===== config.mk =====
export PLATFORM = sky130hd
export DESIGN_NAME = button_grid_release_debouncer
export DESIGN_NICKNAME = d
export VERILOG_FILES = /design/src/rtl/bgrd_pkg.sv /design/src/rtl/bgrd_ram.sv /design/src/rtl/bgrd_update.sv /design/src/rtl/button_grid_release_debouncer.sv
export SDC_FILE = /design/constraint.sdc
export NUM_CORES = 2
export LEC_CHECK = 0
export BUFFER_PORTS_ARGS = -buffer_cell sky130_fd_sc_hd__buf_2
export CAP_MARGIN = 10
export CELL_PAD_IN_SITES_DETAIL_PLACEMENT = 0
export CELL_PAD_IN_SITES_GLOBAL_PLACEMENT = 1
export CORE_UTILIZATION = 25
export CTS_BUF_LIST = sky130_fd_sc_hd__clkbuf_4 sky130_fd_sc_hd__clkbuf_8
export DETAILED_ROUTE_END_ITERATION = 12
export PLACE_DENSITY = 0.47
export SLEW_MARGIN = 20
export SYNTH_ARGS = -nofsm -noshare
export SYNTH_HDL_FRONTEND = slang
export SYNTH_HIERARCHICAL = 1
export SYNTH_SLANG_ARGS = --single-unit

===== constraint.sdc =====
create_clock -name i_clk -period 34.4 [get_ports i_clk]
set_clock_uncertainty 0.05 [all_clocks]
set_input_delay 3.44 -clock i_clk [delete_from_list [all_inputs] [get_ports i_clk]]
set_output_delay 3.44 -clock i_clk [all_outputs]
set_load 0.05 [all_outputs]

===== src/rtl/bgrd_pkg.sv =====
// ----------------------------------------------------------------------------
// bgrd_pkg: shared types for the button grid release debouncer
// Configuration constants and the flag group that the update logic returns.
// ----------------------------------------------------------------------------
package bgrd_pkg;

    localparam int unsigned CFG_W = 8;
    localparam logic [CFG_W-1:0] CFG_RESET = 8'd8;

    typedef logic [CFG_W-1:0] t_cfg;

    // Flags from the per-button update to the store and result logic.
    typedef struct packed {
        logic wr;
        logic change;
    } t_upd;

endpackage


===== src/rtl/bgrd_ram.sv =====
// ----------------------------------------------------------------------------
// bgrd_ram: generic single-write, single-read RAM
// One write port and one read port with a registered, enabled read.
// ----------------------------------------------------------------------------
module bgrd_ram #(
    parameter int unsigned WIDTH  = 9,
    parameter int unsigned DEPTH  = 256,
    parameter int unsigned ADDR_W = (DEPTH > 1) ? $clog2(DEPTH) : 1
) (
    input  logic              i_clk,
    input  logic              i_we,
    input  logic [ADDR_W-1:0] i_waddr,
    input  logic [WIDTH-1:0]  i_wdata,
    input  logic              i_re,
    input  logic [ADDR_W-1:0] i_raddr,
    output logic [WIDTH-1:0]  o_rdata
);

    logic [WIDTH-1:0] r_mem [DEPTH];
    logic [WIDTH-1:0] r_rdata;

    always_ff @(posedge i_clk) begin
        if (i_we) begin
            r_mem[i_waddr] <= i_wdata;
        end
        if (i_re) begin
            r_rdata <= r_mem[i_raddr];
        end
    end

    assign o_rdata = r_rdata;

endmodule


===== src/rtl/bgrd_update.sv =====
// ----------------------------------------------------------------------------
// bgrd_update: per-button debounce decision
// Accepts a fresh press at once and counts stable scans before a release.
// ----------------------------------------------------------------------------
module bgrd_update #(
    parameter int unsigned COUNTER_BITS = 8
) (
    input  logic                    i_raw,
    input  logic                    i_prev,
    input  logic                    i_settled,
    input  logic [COUNTER_BITS-1:0] i_count,
    input  bgrd_pkg::t_cfg          i_cfg,
    output logic                    o_level,
    output logic [COUNTER_BITS-1:0] o_count,
    output bgrd_pkg::t_upd          o_upd
);
    import bgrd_pkg::*;

    logic                    fresh;
    logic                    differs;
    logic [COUNTER_BITS-1:0] dec;

    assign fresh   = i_raw != i_prev;
    assign differs = i_raw != i_settled;
    assign dec     = i_count - COUNTER_BITS'(1);

    always_comb begin
        o_level      = i_settled;
        o_count      = i_count;
        o_upd.wr     = 1'b1;
        o_upd.change = 1'b0;
        if (fresh && differs) begin
            if (i_raw) begin
                o_level      = 1'b1;
                o_upd.change = 1'b1;
            end else begin
                o_count = COUNTER_BITS'(i_cfg);
            end
        end else if (!fresh && differs && (i_count != '0)) begin
            // A stable level that still differs counts down toward acceptance.
            o_count = dec;
            if (dec == '0) begin
                o_level      = i_raw;
                o_upd.change = 1'b1;
            end
        end
    end

endmodule


===== src/rtl/button_grid_release_debouncer.sv =====
// ----------------------------------------------------------------------------
// button_grid_release_debouncer: asymmetric debounce for a button grid
// An accepted beat is registered into stage 1 with the store read, then into
// the output register. Throughput: one beat per cycle while the sink does not stall;
// the per-button RAM store is read at accept and written back from stage 1, with a one-entry bypass.
// Reset (synchronous, active low) clears all per-entry valid bits at once,
// so every button reads as released with a zero counter; the count is 8.
// ----------------------------------------------------------------------------
module button_grid_release_debouncer #(
    parameter int unsigned ROW_COUNT    = 32,
    parameter int unsigned COLUMN_COUNT = 8,
    parameter int unsigned COUNTER_BITS = 8
) (
    input  logic           i_clk,
    input  logic           i_rst_n,
    input  logic           i_cfg_we,
    input  bgrd_pkg::t_cfg i_cfg_data,
    input  logic           i_in_valid,
    output logic           o_in_stall,
    input  logic [4:0]     i_grid_row,
    input  logic [2:0]     i_grid_column,
    input  logic           i_raw_level,
    input  logic           i_previous_level,
    output logic           o_out_valid,
    input  logic           i_out_stall,
    output logic           o_change_event,
    output logic           o_debounced_level
);
    import bgrd_pkg::*;

    localparam int unsigned DEPTH   = ROW_COUNT * COLUMN_COUNT;
    localparam int unsigned ADDR_W  = (DEPTH > 1) ? $clog2(DEPTH) : 1;
    localparam int unsigned ENTRY_W = COUNTER_BITS + 1;

    t_cfg r_cfg;

    logic                    en;
    logic                    in_grid;
    logic [ADDR_W-1:0]       in_addr;

    logic                    r_s1_valid;
    logic                    r_s1_grid;
    logic [ADDR_W-1:0]       r_s1_addr;
    logic                    r_s1_raw;
    logic                    r_s1_prev;

    logic [ENTRY_W-1:0]      rd_entry;
    logic [ENTRY_W-1:0]      cur_entry;
    logic [ENTRY_W-1:0]      new_entry;
    logic                    new_level;
    logic [COUNTER_BITS-1:0] new_count;
    t_upd                    upd;
    logic                    wr;

    logic                    r_vld [DEPTH];
    logic                    r_fwd_valid;
    logic [ADDR_W-1:0]       r_fwd_addr;
    logic [ENTRY_W-1:0]      r_fwd_data;

    logic                    r_out_valid;
    logic                    r_change;
    logic                    r_level;

    // The whole pipe advances unless a finished result is held by the sink.
    assign en         = !(r_out_valid && i_out_stall);
    assign o_in_stall = !en;

    assign in_grid = (32'(i_grid_row) < ROW_COUNT) && (32'(i_grid_column) < COLUMN_COUNT);
    assign in_addr = in_grid
                   ? ADDR_W'(32'(i_grid_row) * COLUMN_COUNT + 32'(i_grid_column))
                   : '0;

    always_ff @(posedge i_clk) begin
        if (!i_rst_n) begin
            r_cfg <= CFG_RESET;
        end else if (i_cfg_we) begin
            r_cfg <= i_cfg_data;
        end
    end

    always_ff @(posedge i_clk) begin
        if (!i_rst_n) begin
            r_s1_valid <= 1'b0;
        end else if (en) begin
            r_s1_valid <= i_in_valid;
        end
    end

    always_ff @(posedge i_clk) begin
        if (en) begin
            r_s1_grid <= in_grid;
            r_s1_addr <= in_addr;
            r_s1_raw  <= i_raw_level;
            r_s1_prev <= i_previous_level;
        end
    end

    bgrd_ram #(
        .WIDTH (ENTRY_W),
        .DEPTH (DEPTH),
        .ADDR_W(ADDR_W)
    ) u_store (
        .i_clk  (i_clk),
        .i_we   (wr),
        .i_waddr(r_s1_addr),
        .i_wdata(new_entry),
        .i_re   (en),
        .i_raddr(in_addr),
        .o_rdata(rd_entry)
    );

    // The write of the previous beat lands at the same edge as this beat's
    // read, so that entry is taken from the bypass register instead.
    always_comb begin
        if (r_fwd_valid && (r_fwd_addr == r_s1_addr)) begin
            cur_entry = r_fwd_data;
        end else if (r_vld[r_s1_addr]) begin
            cur_entry = rd_entry;
        end else begin
            cur_entry = '0;
        end
    end

    bgrd_update #(
        .COUNTER_BITS(COUNTER_BITS)
    ) u_update (
        .i_raw    (r_s1_raw),
        .i_prev   (r_s1_prev),
        .i_settled(cur_entry[COUNTER_BITS]),
        .i_count  (cur_entry[COUNTER_BITS-1:0]),
        .i_cfg    (r_cfg),
        .o_level  (new_level),
        .o_count  (new_count),
        .o_upd    (upd)
    );

    assign new_entry = {new_level, new_count};
    assign wr        = en && r_s1_valid && r_s1_grid && upd.wr;

    always_ff @(posedge i_clk) begin
        if (!i_rst_n) begin
            for (int i = 0; i < int'(DEPTH); i++) begin
                r_vld[i] <= 1'b0;
            end
        end else if (wr) begin
            r_vld[r_s1_addr] <= 1'b1;
        end
    end

    always_ff @(posedge i_clk) begin
        if (!i_rst_n) begin
            r_fwd_valid <= 1'b0;
        end else if (en) begin
            r_fwd_valid <= wr;
        end
    end

    always_ff @(posedge i_clk) begin
        if (en) begin
            r_fwd_addr <= r_s1_addr;
            r_fwd_data <= new_entry;
        end
    end

    always_ff @(posedge i_clk) begin
        if (!i_rst_n) begin
            r_out_valid <= 1'b0;
        end else if (en) begin
            r_out_valid <= r_s1_valid;
        end
    end

    always_ff @(posedge i_clk) begin
        if (en) begin
            r_change <= r_s1_grid && upd.change;
            r_level  <= r_s1_grid && new_level;
        end
    end

    assign o_out_valid       = r_out_valid;
    assign o_change_event    = r_change;
    assign o_debounced_level = r_level;

endmodule


==> impl_metrics.tcl <==
set metrics [dict create \
    viasPerCell 4.66 \
    syn-cell-area_um2 102000 \
    finalCritPeriodShare 0.252 \
    ir_worst_vdd_v 0.0000453 \
    yosys.area.top_type_share 0.690 \
    syn-instance-count 5492 \
    worst_slew_pin_slew_ns 1.18 \
    critPathCaptureType "flip-flop" \
    drt-total-wl_um 309000 \
    dieArea_um2 410000 \
    crit_buf_inv 6 \
    required_ns 35.17 \
    hold_path.class "flip-flop to flip-flop" \
    fill_cells 40202 \
    cp_common_cell "buf_4" \
    ys_seq_area_frac 0.744 \
    clockPowerShare 0.391 \
    wl_per_cell_um 26.7 \
    clockBufferDepth 4 \
    synth_cell_types 79 \
    critPathMaxStageDelay_ns 0.81 \
    post_cts_buffers 0 \
    drv_cap 0 \
    hold_violations 0 \
    clock_sinks 2616 \
    max_slew_margin 0.207 \
    cts-resized-gates 0 \
    power_switching_share 0.253 \
    drive_gt1_frac 0.256 \
    fin_area_um2 118000 \
    status "finished clean" \
    place_area_um2 108000 \
    grt_pass1_wl_um 433000 \
    path_clk_slew_ns 0.06 \
    synth-edff-count 2341 \
    p_sw_mw 1.82 \
    numCtsBuffers 445 \
    post-dp-hpwl_um 178000 \
    grt_usage 0.147 \
    grt_remaining_overflow 0 \
    setup_viol_count_final 0 \
    worstPathArrival_ns 9.43 \
    nNetsFinal 5801 \
    timing.fmax_mhz 115 \
    core_um2 406000 \
    synth_area_leaders "edfxtp_1 69%, mux4_2 11%, dfxtp_1 5.4%, mux2i_1 1.9%, o21ai_0 1.3%" \
    synth_warnings 6 \
    p_leak_nw 36.6 \
    crit_chain "buf_8, buf_4, buf_4, buf_4, buf_4, buf_4, mux4_2, a22oi_1, o31a_1, o21ai_0, a211oi_1, nor4_1" \
    clock_latency_ns 1.13 \
    clockRootBuffer "clkbuf_8" \
    firstDrtPassIters 8 \
    drt_drc_violations_left 0 \
    synth_fp_nets 5519 \
    critical-path-slowest-cell "buf_4" \
    htree_num_levels 5 \
    die_h_um 640 \
    grt_pass1_vias 55740 \
    synthFlopType "edfxtp_1" \
    die_x_um 640 \
    io_buffers 26 \
    postSynthAreaPerCell_um2 18.5 \
    start_util 0.251 \
    pwr-share-seq 0.521 \
    ys_ff_latch 2616 \
    setup_tns_ns 0 \
    cellPowerDensity_nw_per_um2 61.2 \
    cts_tree "yes" \
    rsz0062_at_grt "false" \
    rows 234 \
    grt_max_degree 224 \
    whs_ns 0.395 \
    hold_buffers 0 \
    gp_congestion 0.752 \
    slew_viol_final 0 \
    combPwrFrac 0.088 \
    internal-power_mw 5.37 \
    synth_top_area_cell "edfxtp_1" \
    via_count 53892 \
    postRouteAntennaNets 0 \
    area_growth_pct 15.3 \
    antenna_found_initial 14 \
    crit_family "buffers and inverters" \
    crit_type "primary input to flip-flop" \
    finalCriticalPeriod_ns 8.66 \
    drtIter0Drc 4782 \
    cp_max_fo 52 \
    pin_count 27 \
    async_reset_ff_frac 0 \
    start_kind "primary input" \
]
## final timing paths
kind,cells after the start,endpoint,slack (ns),startpoint
worst min register to register,2,r_vld[31],0.40,r_vld[31]
worst max-delay path,12,u_store/o_rdata[1],25.74,i_grid_column[0]
worst min-delay path,2,r_vld[31],0.40,r_vld[31]
worst max register to register,19,u_store/r_mem[28][3],26.48,flip-flop
## stage by stage
step	cells	power, mW	util	setup WS [ns]
2_1_floorplan	5492	4.23	-	17.76
3_3_place_gp	10751	4.44	0.267	24.54
3_5_place_dp	10751	4.46	0.267	24.50
4_1_cts	11559	7.30	0.289	25.69
5_1_grt	11564	7.46	0.290	25.32
6_report	11568	7.19	0.290	25.74
## synth_stat cells (30+ instances only)
library cell / n
nor3_1: 30
nor2_1: 330
buf_4: 35
clkbuf_1: 205
a22o_1: 42
o21ai_0: 269
o221ai_1: 35
mux2_2: 36
nor2b_1: 45
dfxtp_1: 275
nand2_1: 326
a21oi_1: 105
nand3_1: 50
buf_2: 57
o22ai_1: 71
a22oi_1: 177
buf_6: 30
mux2i_1: 194
mux4_2: 519
edfxtp_1: 2341
## power groups by stage
stage / Clock (mW) / Combinational [mW] / Sequential [mW]
6_report: 2.81 / 0.633 / 3.75
5_1_grt: 3.02 / 0.684 / 3.75
4_1_cts: 2.90 / 0.644 / 3.75
3_5_place_dp: 0 / 0.644 / 3.82
3_3_place_gp: 0 / 0.622 / 3.82
2_1_floorplan: 0 / 0.325 / 3.91
## layout make-up
class	instances	area, um^2	share of cell area
tap	5428	6790	0.0578
antenna	5	12.5	0.000106
multi-input combinational	2503	24400	0.207
clock inverter	187	1290	0.0110
inverter	11	41.3	0.000351
timing repair buffer	197	1640	0.0139
clock buffer	621	7550	0.0642
sequential	2616	75800	0.645
## cell usage in the layout, fill, tap and decap left out, drive strengths merged, types with 9 or more instances in the layout
cell type	n
bufinv	12
nor4	30
clkbuf	622
a21oi	105
xnor2	9
o22ai	71
edfxtp	2341
a211oi	28
mux2i	194
a22o	42
nand2	326
a31oi	14
o21ai	275
a22oi	177
mux4	540
nor2b	45
buf	196
nand3	50
dfxtp	275
o221ai	36
nor2	330
nand4	18
nand2b	16
nor3	31
inv	29
mux2	36
clkinv	156
a221oi	11
or2	13
## metal layers
metal / up-vias / GRT usage / part of all wire
met2: 1509 / 0.243 / 0.48
met5: - / 0 / 0
met3: 408 / 0.0267 / 0.056
met1: 29054 / 0.201 / 0.45
li1: 22921 / - / -
met4: 0 / 0.0345 / 0.020
## tightest hold or removal path: stages, from the launching register on
cell,delay [ns]
dfxtp_1,0.32
nand2_1,0.04
o21ai_0,0.05
## registers in the layout (all words and copies together), names as in the netlist, 8 cells and up, named ones only
signal	count
r_vld	256
r_s1_addr	8
r_fwd_data	9
r_cfg	8
u_store/o_rdata	9
u_store/r_mem	2304
r_fwd_addr	8
## logic make-up (layout without fill, tap and decap cells)
group	after synthesis	count (layout)	synth area share
mux	770	770	0.143
other cells	1	6	0.0000368
xor+xnor	12	12	0.00103
buf+inv	373	1016	0.0204
simple gates	909	909	0.0396
flops	2616	2616	0.744
fa+ha+maj	4	4	0.000491
compound gates	807	807	0.0511
(Power assumes the default switching activity.)
